**src/hdl/salnt_pkg.sv**
```systemverilog
// Shared types, constants and the level mapping for the sensor average and noise tracker.
// No dependencies.
package salnt_pkg;

	localparam int AVG_W   = 10;
	localparam int LEVEL_W = 4;

	localparam logic [AVG_W-1:0] DUST_STEP  = 10'd80;
	localparam logic [AVG_W-1:0] LIGHT_STEP = 10'd100;
	localparam int               LEVEL_TOP  = 10;

	typedef struct packed {
		logic [AVG_W-1:0] dust_sample;
		logic [AVG_W-1:0] light_sample;
		logic [AVG_W-1:0] noise_sample;
	} sample_t;

	typedef struct packed {
		logic [AVG_W-1:0]   dust_average;
		logic [LEVEL_W-1:0] dust_level;
		logic [AVG_W-1:0]   light_average;
		logic [LEVEL_W-1:0] light_level;
		logic [AVG_W-1:0]   noise_average;
		logic [LEVEL_W-1:0] noise_level;
		logic               noise_updated;
	} result_t;

	// Load enables of the two divider stages.
	typedef struct packed {
		logic adv_a;
		logic adv_b;
	} div_ctl_t;

	// min(avg/step + 1, 10) as a count of thresholds crossed.
	function automatic logic [LEVEL_W-1:0] level_of(logic [AVG_W-1:0] avg,
		logic [AVG_W-1:0] step);
		logic [LEVEL_W-1:0] lvl;
		int thr;
		lvl = LEVEL_W'(1);
		for (int k = 1; k < LEVEL_TOP; k++) begin
			thr = k * int'(step);
			if (int'(avg) >= thr) lvl = lvl + LEVEL_W'(1);
		end
		return lvl;
	endfunction

endpackage

```
**src/hdl/salnt_recip_div.sv**
```systemverilog
// Two-stage divide of a running sum by a constant: reciprocal multiply, then one correction.
// Depends on salnt_pkg.
module salnt_recip_div #(
	parameter int SUM_W   = 16,
	parameter int DIVISOR = 50
) (
	input  logic                       clk,
	input  salnt_pkg::div_ctl_t        ctl,
	input  logic [SUM_W-1:0]           sum,
	output logic [salnt_pkg::AVG_W-1:0] quot
);
	import salnt_pkg::*;

	// floor(2^SUM_W / DIVISOR): estimate is exact or one low since sum < 2^SUM_W
	localparam logic [SUM_W-1:0] RECIP = SUM_W'((2 ** SUM_W) / DIVISOR);

	logic [2*SUM_W-1:0] prod;
	logic [SUM_W-1:0]   sum_a;
	logic [AVG_W-1:0]   qest_a;
	logic [SUM_W-1:0]   qw;
	logic [SUM_W-1:0]   rem;

	assign prod = (2*SUM_W)'(sum) * (2*SUM_W)'(RECIP);
	assign qw   = SUM_W'(qest_a) * SUM_W'(DIVISOR);
	assign rem  = sum_a - qw;

	always_ff @(posedge clk) begin
		if (ctl.adv_a) begin
			sum_a  <= sum;
			qest_a <= prod[SUM_W +: AVG_W];
		end
		if (ctl.adv_b) begin
			quot <= (rem >= SUM_W'(DIVISOR)) ? qest_a + AVG_W'(1) : qest_a;
		end
	end

endmodule

```
**src/hdl/sensor_average_level_noise_tracker_core.sv**
```systemverilog
// Sensor average, level and noise tracker: boxcar averages of dust and light, peak-to-peak
// noise envelope. Depends on salnt_pkg and salnt_recip_div.
// Throughput: one sample per cycle while result_stall does not hold the pipeline, set by
// the sample ring memory, which reads the oldest entry and writes the newest at the same
// address in the same cycle (read-first); the peak ring works the same way at window close.
// Reset: sums, positions and per-entry valid bits clear at once; no clearing pass.
module sensor_average_level_noise_tracker_core #(
	parameter int SAMPLE_WINDOW = 50,
	parameter int PEAK_WINDOW   = 10
) (
	input  logic                clk,
	input  logic                arst_n,
	input  logic                sample_valid,
	output logic                sample_stall,
	input  salnt_pkg::sample_t  sample,
	output logic                result_valid,
	input  logic                result_stall,
	output salnt_pkg::result_t  result
);
	import salnt_pkg::*;

	localparam int POS_W  = (SAMPLE_WINDOW > 1) ? $clog2(SAMPLE_WINDOW) : 1;
	localparam int PK_W   = (PEAK_WINDOW > 1) ? $clog2(PEAK_WINDOW) : 1;
	localparam int SUM_W  = AVG_W + POS_W;
	localparam int PSUM_W = AVG_W + PK_W;

	// pipeline occupancy and load enables
	logic v1, v2, v3, v4, v5;
	logic ld1, ld2, ld3, ld4, ld5;
	logic accept;

	assign ld5 = !v5 || !result_stall;
	assign ld4 = !v4 || ld5;
	assign ld3 = !v3 || ld4;
	assign ld2 = !v2 || ld3;
	assign ld1 = !v1 || ld2;
	assign sample_stall = !ld1;
	assign accept = sample_valid && ld1;
	assign result_valid = v5;

	// position and window tracking
	logic [POS_W-1:0] pos_q;
	logic [PK_W-1:0]  pk_q;
	logic [AVG_W-1:0] wmax_q, wmin_q, wmax_n, wmin_n, pp_n;
	logic             close_n;

	always_comb begin
		if (pos_q == '0) begin
			wmax_n = sample.noise_sample;
			wmin_n = sample.noise_sample;
		end else begin
			wmax_n = (sample.noise_sample > wmax_q) ? sample.noise_sample : wmax_q;
			wmin_n = (sample.noise_sample < wmin_q) ? sample.noise_sample : wmin_q;
		end
		pp_n    = wmax_n - wmin_n;
		close_n = (pos_q == POS_W'(SAMPLE_WINDOW - 1));
	end

	// ring memories: entries not yet written read as zero through their valid bits
	logic [2*AVG_W-1:0]     ring_mem [SAMPLE_WINDOW];
	logic [AVG_W-1:0]       peak_mem [PEAK_WINDOW];
	logic [SAMPLE_WINDOW-1:0] ring_vld_q;
	logic [PEAK_WINDOW-1:0]   peak_vld_q;

	logic [2*AVG_W-1:0] ring_rd_s1;
	logic [AVG_W-1:0]   peak_rd_s1;
	logic               ring_vld_s1, peak_vld_s1;
	logic [AVG_W-1:0]   dust_s1, light_s1, pp_s1;
	logic               close_s1, close_s2, close_s3, close_s4;

	always_ff @(posedge clk) begin
		if (accept) begin
			ring_rd_s1        <= ring_mem[pos_q];
			ring_mem[pos_q]   <= {sample.dust_sample, sample.light_sample};
			if (close_n) begin
				peak_rd_s1    <= peak_mem[pk_q];
				peak_mem[pk_q] <= pp_n;
			end
		end
	end

	// running sums, advanced as a transaction moves from stage 1 to stage 2
	logic [SUM_W-1:0]  dust_sum_q, light_sum_q, dust_sum_n, light_sum_n;
	logic [SUM_W-1:0]  dust_sum_s2, light_sum_s2;
	logic [PSUM_W-1:0] peak_sum_q, peak_sum_n, peak_sum_s2;
	logic [AVG_W-1:0]  dust_old, light_old, peak_old;
	logic              adv12;

	assign adv12     = v1 && ld2;
	assign dust_old  = ring_vld_s1 ? ring_rd_s1[AVG_W +: AVG_W] : '0;
	assign light_old = ring_vld_s1 ? ring_rd_s1[0 +: AVG_W] : '0;
	assign peak_old  = peak_vld_s1 ? peak_rd_s1 : '0;

	assign dust_sum_n  = dust_sum_q - SUM_W'(dust_old) + SUM_W'(dust_s1);
	assign light_sum_n = light_sum_q - SUM_W'(light_old) + SUM_W'(light_s1);
	assign peak_sum_n  = peak_sum_q - PSUM_W'(peak_old) + PSUM_W'(pp_s1);

	// divider stages
	div_ctl_t          div_ctl;
	logic [AVG_W-1:0]  dust_avg_s4, light_avg_s4, peak_avg_s4;

	assign div_ctl.adv_a = ld3;
	assign div_ctl.adv_b = ld4;

	salnt_recip_div #(.SUM_W(SUM_W), .DIVISOR(SAMPLE_WINDOW)) u_dust_div (
		.clk(clk), .ctl(div_ctl), .sum(dust_sum_s2), .quot(dust_avg_s4)
	);
	salnt_recip_div #(.SUM_W(SUM_W), .DIVISOR(SAMPLE_WINDOW)) u_light_div (
		.clk(clk), .ctl(div_ctl), .sum(light_sum_s2), .quot(light_avg_s4)
	);
	salnt_recip_div #(.SUM_W(PSUM_W), .DIVISOR(PEAK_WINDOW)) u_peak_div (
		.clk(clk), .ctl(div_ctl), .sum(peak_sum_s2), .quot(peak_avg_s4)
	);

	// held noise values
	logic [AVG_W-1:0] held_avg_q, noise_avg_n;
	logic             seen_q, seen_n;
	logic             adv45;

	assign adv45       = v4 && ld5;
	assign noise_avg_n = close_s4 ? peak_avg_s4 : held_avg_q;
	assign seen_n      = seen_q || close_s4;

	// control state
	always_ff @(posedge clk or negedge arst_n) begin
		if (!arst_n) begin
			v1 <= 1'b0;
			v2 <= 1'b0;
			v3 <= 1'b0;
			v4 <= 1'b0;
			v5 <= 1'b0;
			pos_q <= '0;
			pk_q <= '0;
			ring_vld_q <= '0;
			peak_vld_q <= '0;
			dust_sum_q <= '0;
			light_sum_q <= '0;
			peak_sum_q <= '0;
			held_avg_q <= '0;
			seen_q <= 1'b0;
		end else begin
			if (ld1) v1 <= sample_valid;
			if (ld2) v2 <= v1;
			if (ld3) v3 <= v2;
			if (ld4) v4 <= v3;
			if (ld5) v5 <= v4;
			if (accept) begin
				ring_vld_q[pos_q] <= 1'b1;
				pos_q <= close_n ? '0 : pos_q + POS_W'(1);
				if (close_n) begin
					peak_vld_q[pk_q] <= 1'b1;
					pk_q <= (pk_q == PK_W'(PEAK_WINDOW - 1)) ? '0 : pk_q + PK_W'(1);
				end
			end
			if (adv12) begin
				dust_sum_q  <= dust_sum_n;
				light_sum_q <= light_sum_n;
				if (close_s1) peak_sum_q <= peak_sum_n;
			end
			if (adv45) begin
				held_avg_q <= noise_avg_n;
				seen_q     <= seen_n;
			end
		end
	end

	// payload
	always_ff @(posedge clk) begin
		if (accept) begin
			ring_vld_s1 <= ring_vld_q[pos_q];
			peak_vld_s1 <= peak_vld_q[pk_q];
			dust_s1     <= sample.dust_sample;
			light_s1    <= sample.light_sample;
			pp_s1       <= pp_n;
			close_s1    <= close_n;
			wmax_q      <= wmax_n;
			wmin_q      <= wmin_n;
		end
		if (ld2) begin
			dust_sum_s2  <= dust_sum_n;
			light_sum_s2 <= light_sum_n;
			peak_sum_s2  <= peak_sum_n;
			close_s2     <= close_s1;
		end
		if (ld3) close_s3 <= close_s2;
		if (ld4) close_s4 <= close_s3;
		if (ld5) begin
			result.dust_average  <= dust_avg_s4;
			result.dust_level    <= level_of(dust_avg_s4, DUST_STEP);
			result.light_average <= light_avg_s4;
			result.light_level   <= level_of(light_avg_s4, LIGHT_STEP);
			result.noise_average <= noise_avg_n;
			result.noise_level   <= seen_n ? level_of(noise_avg_n, LIGHT_STEP) : '0;
			result.noise_updated <= close_s4;
		end
	end

	// checks
	a_stall_only_when_full: assert property (@(posedge clk) disable iff (!arst_n)
		sample_stall |-> v1)
		else $error("input stalled with stage 1 empty");

	a_update_has_level: assert property (@(posedge clk) disable iff (!arst_n)
		(result_valid && result.noise_updated) |-> (result.noise_level != '0))
		else $error("window close without noise level");

	a_dust_level_range: assert property (@(posedge clk) disable iff (!arst_n)
		result_valid |-> (result.dust_level >= LEVEL_W'(1) &&
			result.dust_level <= LEVEL_W'(LEVEL_TOP)))
		else $error("dust level out of range");

	a_seen_sticky: assert property (@(posedge clk) disable iff (!arst_n)
		!$fell(seen_q))
		else $error("noise seen flag cleared");

endmodule

```
**config.mk**
```make
export PLATFORM = sky130hd
export DESIGN_NAME = sensor_average_level_noise_tracker_core
export DESIGN_NICKNAME = d
export VERILOG_FILES = /design/src/hdl/salnt_pkg.sv /design/src/hdl/salnt_recip_div.sv /design/src/hdl/sensor_average_level_noise_tracker_core.sv
export SDC_FILE = /design/constraint.sdc
export NUM_CORES = 2
export LEC_CHECK = 0
export ABC_AREA = 0
export BUFFER_PORTS_ARGS = -buffer_cell sky130_fd_sc_hd__buf_4
export CORE_UTILIZATION = 45
export DETAILED_ROUTE_END_ITERATION = 12
export PLACE_DENSITY_LB_ADDON = 0.25
export RECOVER_POWER = 100
export SLEW_MARGIN = 10
export SYNTH_ARGS = -nofsm -noshare
export SYNTH_HDL_FRONTEND = slang
export SYNTH_SLANG_ARGS = --single-unit
```
**constraint.sdc**
```tcl
create_clock -name clk -period 8 [get_ports clk]
set_clock_uncertainty 0.2 [all_clocks]
set_input_delay 0.8 -clock clk [delete_from_list [all_inputs] [get_ports clk]]
set_output_delay 0.8 -clock clk [all_outputs]
set_load 0.02 [all_outputs]
```
-- Word level (Yosys, flattened, before mapping)
Memories as Yosys holds them, arrays and structs flattened. A register that Yosys moved wholly into a read port is not among the register bits.
Index checks and enable logic that the tools add are counted.
- bits in registers: 383
- bits in writable memories: 1100
- bits of input ports: 34
- logic and storage cells: 229
- memories kept: 2
- $add $sub $neg: 39
- $mul: 6
- $lt $le $gt $ge: 36
- eq/ne operators: 2
- mux-type cells: 77
- bitwise gates (word level): 2
- reductions and logical operators: 21
- memory list (memory ; words ; width ; rd ports ; clocked after Yosys merged registers in ; write ports ; RTL line ; source):
    ring_mem ; 50 ; 20 ; 1 ; 1 ; 1 ; sensor_average_level_noise_tracker_core.sv:60 ; logic [2*AVG_W-1:0] ring_mem [SAMPLE_WINDOW];
    peak_mem ; 10 ; 10 ; 1 ; 1 ; 1 ; sensor_average_level_noise_tracker_core.sv:61 ; logic [AVG_W-1:0] peak_mem [PEAK_WINDOW];
- operators with widths (kind ; number):
    2-to-1 mux 4 bit ; 49
    greater-or-equal comparator 10 bit, second input constant ; 11
    2-to-1 mux 10 bit ; 11
    adder 4 x 1 -> 4 bit, second input constant ; 25
    greater-or-equal comparator 10 x 9 -> 1 bit, second input constant ; 9
    multiplier 16 x 10 -> 25 bit, second input constant ; 2
    bitwise OR 50 bit ; 1
    greater-or-equal comparator 10 x 8 -> 1 bit, second input constant ; 4
    adder 16 x 10 -> 16 bit ; 2
    greater-or-equal comparator 16 x 6 -> 1 bit, second input constant ; 2
    subtractor 16 x 10 -> 16 bit ; 2
    subtractor 16 bit ; 2
    adder 10 x 1 -> 10 bit, second input constant ; 3
    greater-or-equal comparator 10 x 7 -> 1 bit, second input constant ; 3
    multiplier 10 x 5 -> 15 bit, second input constant ; 2
    multiplier 14 x 10 -> 23 bit, second input constant ; 1
    adder 14 x 10 -> 14 bit ; 1
    greater-or-equal comparator 14 x 4 -> 1 bit, second input constant ; 1
    subtractor 14 x 10 -> 14 bit ; 1
    subtractor 14 bit ; 1
    multiplier 10 x 3 -> 13 bit, second input constant ; 1
    > comparator 10 bit ; 1
    less-than comparator 10 bit ; 1
    bitwise OR 10 bit ; 1
    other kinds (20) ; 46

-- Logic depth before layout (Yosys ltp)
- depth in word-level cells: 27
- mapped depth: 29
- gate-level depth less buffers: 28

-- By module
A second synthesis with hierarchy kept.
- cell total of the unflattened synthesis: 5166
- area, all modules: 73176.4 um2
- modules (own cells, without submodules) (module ; times used ; cells an instance ; area an instance (um2)):
    sensor_average_level_noise_tracker_core ; 1 ; 3619 ; 57005.9
    salnt_recip_div (u_dust_div) ; 1 ; 550 ; 5831.8
    salnt_recip_div (u_light_div) ; 1 ; 544 ; 5801.8
    salnt_recip_div (u_peak_div) ; 1 ; 453 ; 4536.9

-- Least setup slack after synthesis
OpenSTA, ideal clock, no wires.
- path type: input port to flip-flop
- start point: in result_stall
- end point: mem ring_mem[24][0] (netlist bit) (enable)
- library setup time: 0.398 ns
- data arrival time: 5.256 ns
- required time: 7.402 ns
- setup slack: 2.147 ns
- stages: 7
- path buffers: 1
- cell sequence: and3_1 > nand4_1 > nand2_1 > inv_1 > buf_1 > nand3_1 > nor2_1
- cells in the longest elaborated chain, start to end: 9
- ends and longest elaborated chain (element ; RTL line ; source):
    start: declaration ; sensor_average_level_noise_tracker_core.sv:17 ; input logic result_stall,
    zero test 1 bit ; sensor_average_level_noise_tracker_core.sv:32 ; assign ld5 = !v5 || !result_stall;
    logical OR 1 bit ; sensor_average_level_noise_tracker_core.sv:32 ;
    logical OR 1 bit ; sensor_average_level_noise_tracker_core.sv:33 ; assign ld4 = !v4 || ld5;
    logical OR 1 bit ; sensor_average_level_noise_tracker_core.sv:34 ; assign ld3 = !v3 || ld4;
    logical OR 1 bit ; sensor_average_level_noise_tracker_core.sv:35 ; assign ld2 = !v2 || ld3;
    logical OR 1 bit ; sensor_average_level_noise_tracker_core.sv:36 ; assign ld1 = !v1 || ld2;
    logical AND 1 bit ; sensor_average_level_noise_tracker_core.sv:38 ; assign accept = sample_valid && ld1;
    net accept ; sensor_average_level_noise_tracker_core.sv:30 ; logic accept;
    2-to-1 mux 1 bit ; sensor_average_level_noise_tracker_core.sv:72 ; if (accept) begin
    2-to-1 mux 1 bit (not written as such) ; sensor_average_level_noise_tracker_core.sv:74 ; ring_mem[pos_q] <= {sample.dust_sample, sample.light_sample};
    end: declaration ; sensor_average_level_noise_tracker_core.sv:60 ;
The timed path passes the listed nets, and every way through them passes these cells.

-- Worst setup path in the final report
- start point: reg pos_q[5]
- end point: mem peak_mem[5][7] (enable)
- cells in the longest elaborated chain, start to end: 4
- ends and longest elaborated chain (element ; RTL line ; source):
    start: declaration ; sensor_average_level_noise_tracker_core.sv:42 ; logic [POS_W-1:0] pos_q;
    start signal: assignment ; sensor_average_level_noise_tracker_core.sv:149 ; pos_q <= close_n ? '0 : pos_q + POS_W'(1);
    == test 6 bit ; sensor_average_level_noise_tracker_core.sv:56 ; close_n = (pos_q == POS_W'(SAMPLE_WINDOW - 1));
    net close_n ; sensor_average_level_noise_tracker_core.sv:45 ; logic close_n;
    2-to-1 mux 1 bit ; sensor_average_level_noise_tracker_core.sv:75 ; if (close_n) begin
    2-to-1 mux 1 bit ; sensor_average_level_noise_tracker_core.sv:72 ;
    2-to-1 mux 1 bit (not written as such) ; sensor_average_level_noise_tracker_core.sv:77 ; peak_mem[pk_q] <= pp_n;
    end: declaration ; sensor_average_level_noise_tracker_core.sv:61 ;
The timed path passes the listed nets, and every way through them passes these cells.

==> metrics.txt <==
# TYPE chip_impl_metric gauge
chip_impl_metric{name="via_count",unit=""} 41639
chip_impl_metric{name="synth_simple_gate_area_share",unit="%"} 5.429
chip_impl_metric{name="route.detailed.vias_per_inst",unit=""} 5.685
chip_impl_metric{name="required",unit="ns"} 8.21
chip_impl_info{name="setup.worst_path.end",value="peak_mem[5][7]"} 1
chip_impl_info{name="critical-path-top-cell-by-count",value="sky130_fd_sc_hd__nand2_1"} 1
chip_impl_info{name="critical_path.cell_chain",value="clkbuf_1, nand2_1, or4b_2, inv_1, nand2_1, inv_1, nand2_1, nor3_1, clkbuf_1"} 1
chip_impl_metric{name="timing_max_transition_violations_final",unit=""} 2512
chip_impl_info{name="clockRootBuffer",value="sky130_fd_sc_hd__clkbuf_16"} 1
chip_impl_metric{name="detail-route-antenna-nets",unit=""} 0
chip_impl_metric{name="clk-insertion-delay-late",unit="ns"} 0.79
chip_impl_metric{name="wl_per_cell",unit="um"} 22.82
chip_impl_metric{name="number_of_flops_mapped_to_enable_cells_by_yosys",unit=""} 1378
chip_impl_metric{name="globalRouteOverflowTotal",unit=""} 0
chip_impl_metric{name="timing.max_cap.violations",unit=""} 71
chip_impl_metric{name="synth_xor_xnor_area_share",unit="%"} 2.576
chip_impl_info{name="failed_checks",value="capacitance limit, slew limit"} 1
chip_impl_metric{name="cts.reportedPaths.clkPinSlew",unit="ns"} 0.06
chip_impl_info{name="timing.critical_path.to_type",value="register"} 1
chip_impl_metric{name="max-slew-margin-rel",unit="%"} -128.4
chip_impl_metric{name="wire_length_of_the_first_global_routing_pass",unit="mm"} 255.1
chip_impl_metric{name="synth.lib_cells_used.distinct",unit=""} 88
chip_impl_metric{name="synth-async-reset-ratio",unit="%"} 8.742
chip_impl_metric{name="drt_wl_total",unit="mm"} 167.2
chip_impl_metric{name="critical_path_buf_inv_count",unit=""} 4
chip_impl_info{name="netlist_top_cells_area",value="sky130_fd_sc_hd__edfxtp_1 57%, sky130_fd_sc_hd__ha_1 8.5%, sky130_fd_sc_hd__fa_1 4.9%, sky130_fd_sc_hd__dfrtp_1 4.6%, sky130_fd_sc_hd__a22oi_1 4.0%"} 1
chip_impl_metric{name="synth_area",unit="sq um"} 71980
chip_impl_info{name="synth_flop_cell",value="sky130_fd_sc_hd__edfxtp_1"} 1
chip_impl_info{name="layout_commonest_cell",value="sky130_fd_sc_hd__edfxtp_1"} 1
chip_impl_metric{name="achievable-frequency",unit="GHz"} 0.1451
chip_impl_metric{name="nets",unit=""} 5811
chip_impl_metric{name="areaGrowthSynthToFinish",unit="%"} 11.62
chip_impl_metric{name="number_of_global_route_vias_before_repair",unit=""} 42082
chip_impl_metric{name="maximum_number_of_pins_on_one_net_before_global_route_repair",unit=""} 108
chip_impl_metric{name="ctsLongestPathBuffers",unit=""} 3
chip_impl_metric{name="fraction_of_final_layout_cells_with_drive_strength_greater_than_1",unit="%"} 9.087
chip_impl_metric{name="cp_data_arrival_time",unit="ns"} 7.10
chip_impl_metric{name="timing.reg2reg.worst_path_depth",unit=""} 9
chip_impl_metric{name="synth_mux_area_share",unit="%"} 2.381
chip_impl_info{name="synth_top_family_by_area",value="adder cells"} 1
chip_impl_info{name="rsz0062_at_grt",value="false"} 1
chip_impl_metric{name="route.detailed.drc",unit=""} 0
chip_impl_metric{name="floorplan.rows",unit=""} 146
chip_impl_metric{name="synth_sequential_area_ratio",unit="%"} 62.08
chip_impl_metric{name="design.die.area",unit="sq um"} 161600
chip_impl_metric{name="cts-htree-levels",unit=""} 4
chip_impl_metric{name="cts-buffers-inserted",unit=""} 159
chip_impl_metric{name="dr.first_iter.drc_count",unit=""} 3322
chip_impl_info{name="worstSetupStartpoint",value="pos_q[5]"} 1
chip_impl_metric{name="finalWorstPathRequiredPeriod",unit="ns"} 6.893
chip_impl_info{name="holdCritPathClass",value="input pin to register"} 1
chip_impl_info{name="area_leader_netlist",value="sky130_fd_sc_hd__edfxtp_1"} 1
chip_impl_info{name="crit_path_top_delay_cell",value="sky130_fd_sc_hd__clkbuf_1"} 1
chip_impl_info{name="reg2reg_to",value="peak_mem[5][7]"} 1
chip_impl_metric{name="finalWeightedCongestion",unit=""} 0.8260
chip_impl_metric{name="report.final.hold_viol_count",unit=""} 0
chip_impl_metric{name="worstPathMaxFanout",unit=""} 31
chip_impl_metric{name="synthDominantCellAreaShare",unit="%"} 57.49
chip_impl_metric{name="setup.reg_to_reg.worst_slack",unit="ns"} 1.11
chip_impl_metric{name="die_width",unit="um"} 401.9
chip_impl_metric{name="portbufs",unit=""} 78
chip_impl_metric{name="cp_slowest_stage_delay",unit="ns"} 1.33
chip_impl_metric{name="postCtsResizedCells",unit=""} 0
chip_impl_metric{name="cts.sinks",unit=""} 1510
chip_impl_info{name="layout_common_cells",value="1378 x sky130_fd_sc_hd__edfxtp_1, 490 x sky130_fd_sc_hd__ha_1, 470 x sky130_fd_sc_hd__inv_1, 384 x sky130_fd_sc_hd__a22oi_1, 176 x sky130_fd_sc_hd__fa_1"} 1
chip_impl_metric{name="synth-adder-area-share",unit="%"} 13.41
chip_impl_metric{name="n_fill_cell",unit=""} 13352
chip_impl_info{name="cts_tree",value="yes"} 1
chip_impl_metric{name="drt_first_pass_iters",unit=""} 6
chip_impl_metric{name="setup-tns-final",unit="ns"} 0
chip_impl_info{name="worstReg2RegStart",value="pos_q[5]"} 1
chip_impl_info{name="path_class",value="register to register"} 1
chip_impl_metric{name="groute.usage.overall",unit="%"} 20.64
chip_impl_metric{name="synth-compound-area-share",unit="%"} 10.68
chip_impl_metric{name="tightest_slew",unit="ns"} 3.426
chip_impl_metric{name="grt_antenna_before_repair",unit=""} 7
chip_impl_info{name="worst_path_dominant_cell_family",value="simple AND/OR/NAND/NOR gates"} 1
chip_impl_metric{name="setup_viol",unit=""} 0
chip_impl_metric{name="critical_path_depth",unit=""} 9
chip_impl_metric{name="synth.net_count",unit=""} 5666
chip_impl_metric{name="coreArea",unit="sq um"} 158600
chip_impl_metric{name="ys_warn_count",unit=""} 0
chip_impl_info{name="timing.critical_path.from_type",value="register"} 1
chip_impl_metric{name="num_io_pins",unit=""} 79
chip_impl_metric{name="dp.final_hpwl",unit="mm"} 99.66
chip_impl_metric{name="ys_ff_latch",unit=""} 1510
chip_impl_metric{name="layout_worst_path_cycle_share",unit="%"} 86.17
chip_impl_metric{name="initial_utilization",unit="%"} 45.39
chip_impl_metric{name="die_h",unit="um"} 401.9
chip_impl_metric{name="post_synth.cell_area_avg",unit="sq um"} 14.49
chip_impl_info{name="outcome",value="complete, but fails checks"} 1
chip_impl_metric{name="netlist_instances",unit=""} 4966
sequential cells by signal, indices dropped and copies added, names as in the netlist, 15 cells and up:
signal and cells:
dust_sum_q 16, dust_sum_s2 16, light_sum_q 16, light_sum_s2 16, peak_mem 100, result 43
ring_mem 1000, ring_rd_s1 20, ring_vld_q 50, u_dust_div.sum_a 15, u_light_div.sum_a 15
worst min-delay path by stage:
| stage | start | slack (ns) | cells past startpoint | end |
|---|---|---|---|---|
| after global placement | u_dust_div.quot[0] | 0.20 | 0 | result[33] |
| after CTS | sample[8] | 0.08 | 3 | wmin_q[8] |
| after detailed placement | u_light_div.quot[0] | 0.20 | 0 | result[19] |
| final | sample[8] | 0.14 | 3 | wmin_q[8] |
| after global routing | sample[8] | 0.13 | 3 | wmin_q[8] |
| after floorplan | close_s2 | 0.20 | 0 | close_s3 |
through the flow:
stage          utilization (%)  cell area, sq um  instances  hold slack, ns  setup WS [ns]
6_report                 50.67             80340       7324          0.1406          1.107
3_5_place_dp             47.58             75440       7020          0.2045          1.502
4_1_cts                  51.07             80980       7321         0.08348          1.506
5_1_grt                  50.66             80330       7321          0.1251         0.5516
2_1_floorplan                -             71980       4966          0.2003          2.147
3_3_place_gp             47.58             75440       7020          0.2029          1.534
synthesized netlist by cell type (51+ instances only):
| library cell | n |
|---|---|
| sky130_fd_sc_hd__edfxtp_1 | 1378 |
| sky130_fd_sc_hd__ha_1 | 490 |
| sky130_fd_sc_hd__inv_1 | 470 |
| sky130_fd_sc_hd__a22oi_1 | 384 |
| sky130_fd_sc_hd__nor2_1 | 180 |
| sky130_fd_sc_hd__fa_1 | 176 |
| sky130_fd_sc_hd__clkbuf_1 | 143 |
| sky130_fd_sc_hd__dfrtp_1 | 132 |
| sky130_fd_sc_hd__a21oi_1 | 131 |
| sky130_fd_sc_hd__xnor2_1 | 129 |
| sky130_fd_sc_hd__nand2_1 | 107 |
| sky130_fd_sc_hd__o21ai_0 | 106 |
| sky130_fd_sc_hd__nand4_1 | 68 |
| sky130_fd_sc_hd__xor2_1 | 68 |
| sky130_fd_sc_hd__nand3_1 | 67 |
| sky130_fd_sc_hd__or2_2 | 67 |
| sky130_fd_sc_hd__a221oi_1 | 66 |
| sky130_fd_sc_hd__a22o_1 | 63 |
| sky130_fd_sc_hd__mux2_2 | 57 |
| sky130_fd_sc_hd__mux2i_1 | 51 |
cells by family (layout without fill, tap and decap cells):
group | after synthesis | count (layout)
muxes | 134 | 134
adders and majority gates | 666 | 666
other | 0 | 3
buffers and inverters | 653 | 936
AOI/OAI and AO/OA | 1054 | 1054
DFF | 1510 | 1510
and+or+nand+nor | 746 | 746
xor gates and xnor gates | 203 | 203
tightest hold or removal path, stage by stage:
cell,delay (ns)
sky130_fd_sc_hd__buf_4,0.10
sky130_fd_sc_hd__mux2i_1,0.08
sky130_fd_sc_hd__inv_1,0.05
routing by layer:
metal / track usage [%] / up-vias / wire length, um
li1: - / 19194 / -
met2: 34.24 / 1352 / 79950
met4: 5.551 / 6 / 3984
met3: 3.585 / 241 / 11210
met5: 0 / - / 46
met1: 28.00 / 20846 / 71970
final cells by class:
class / instances / area (sq um) / share of cell area (%)
flip-flops and latches: 1510 / 44690 / 55.62
repair buffers: 164 / 837.1 / 1.042
inverters: 473 / 1777 / 2.211
diodes: 3 / 7.507 / 0.009344
well taps: 2072 / 2592 / 3.227
clock inverters: 81 / 1141 / 1.420
clock buffers: 218 / 4380 / 5.452
multi-input cells: 2803 / 24920 / 31.02
repair_timing:
action	4_1_cts	5_1_grt
buffers inserted	0	0
setup endpoints to repair	0	0
endpoints found under the hold margin	42	0
hold buffers	2	0
Power is not shown: default switching activity piles up to over one toggle a cycle in this logic, so the estimate is an artifact.
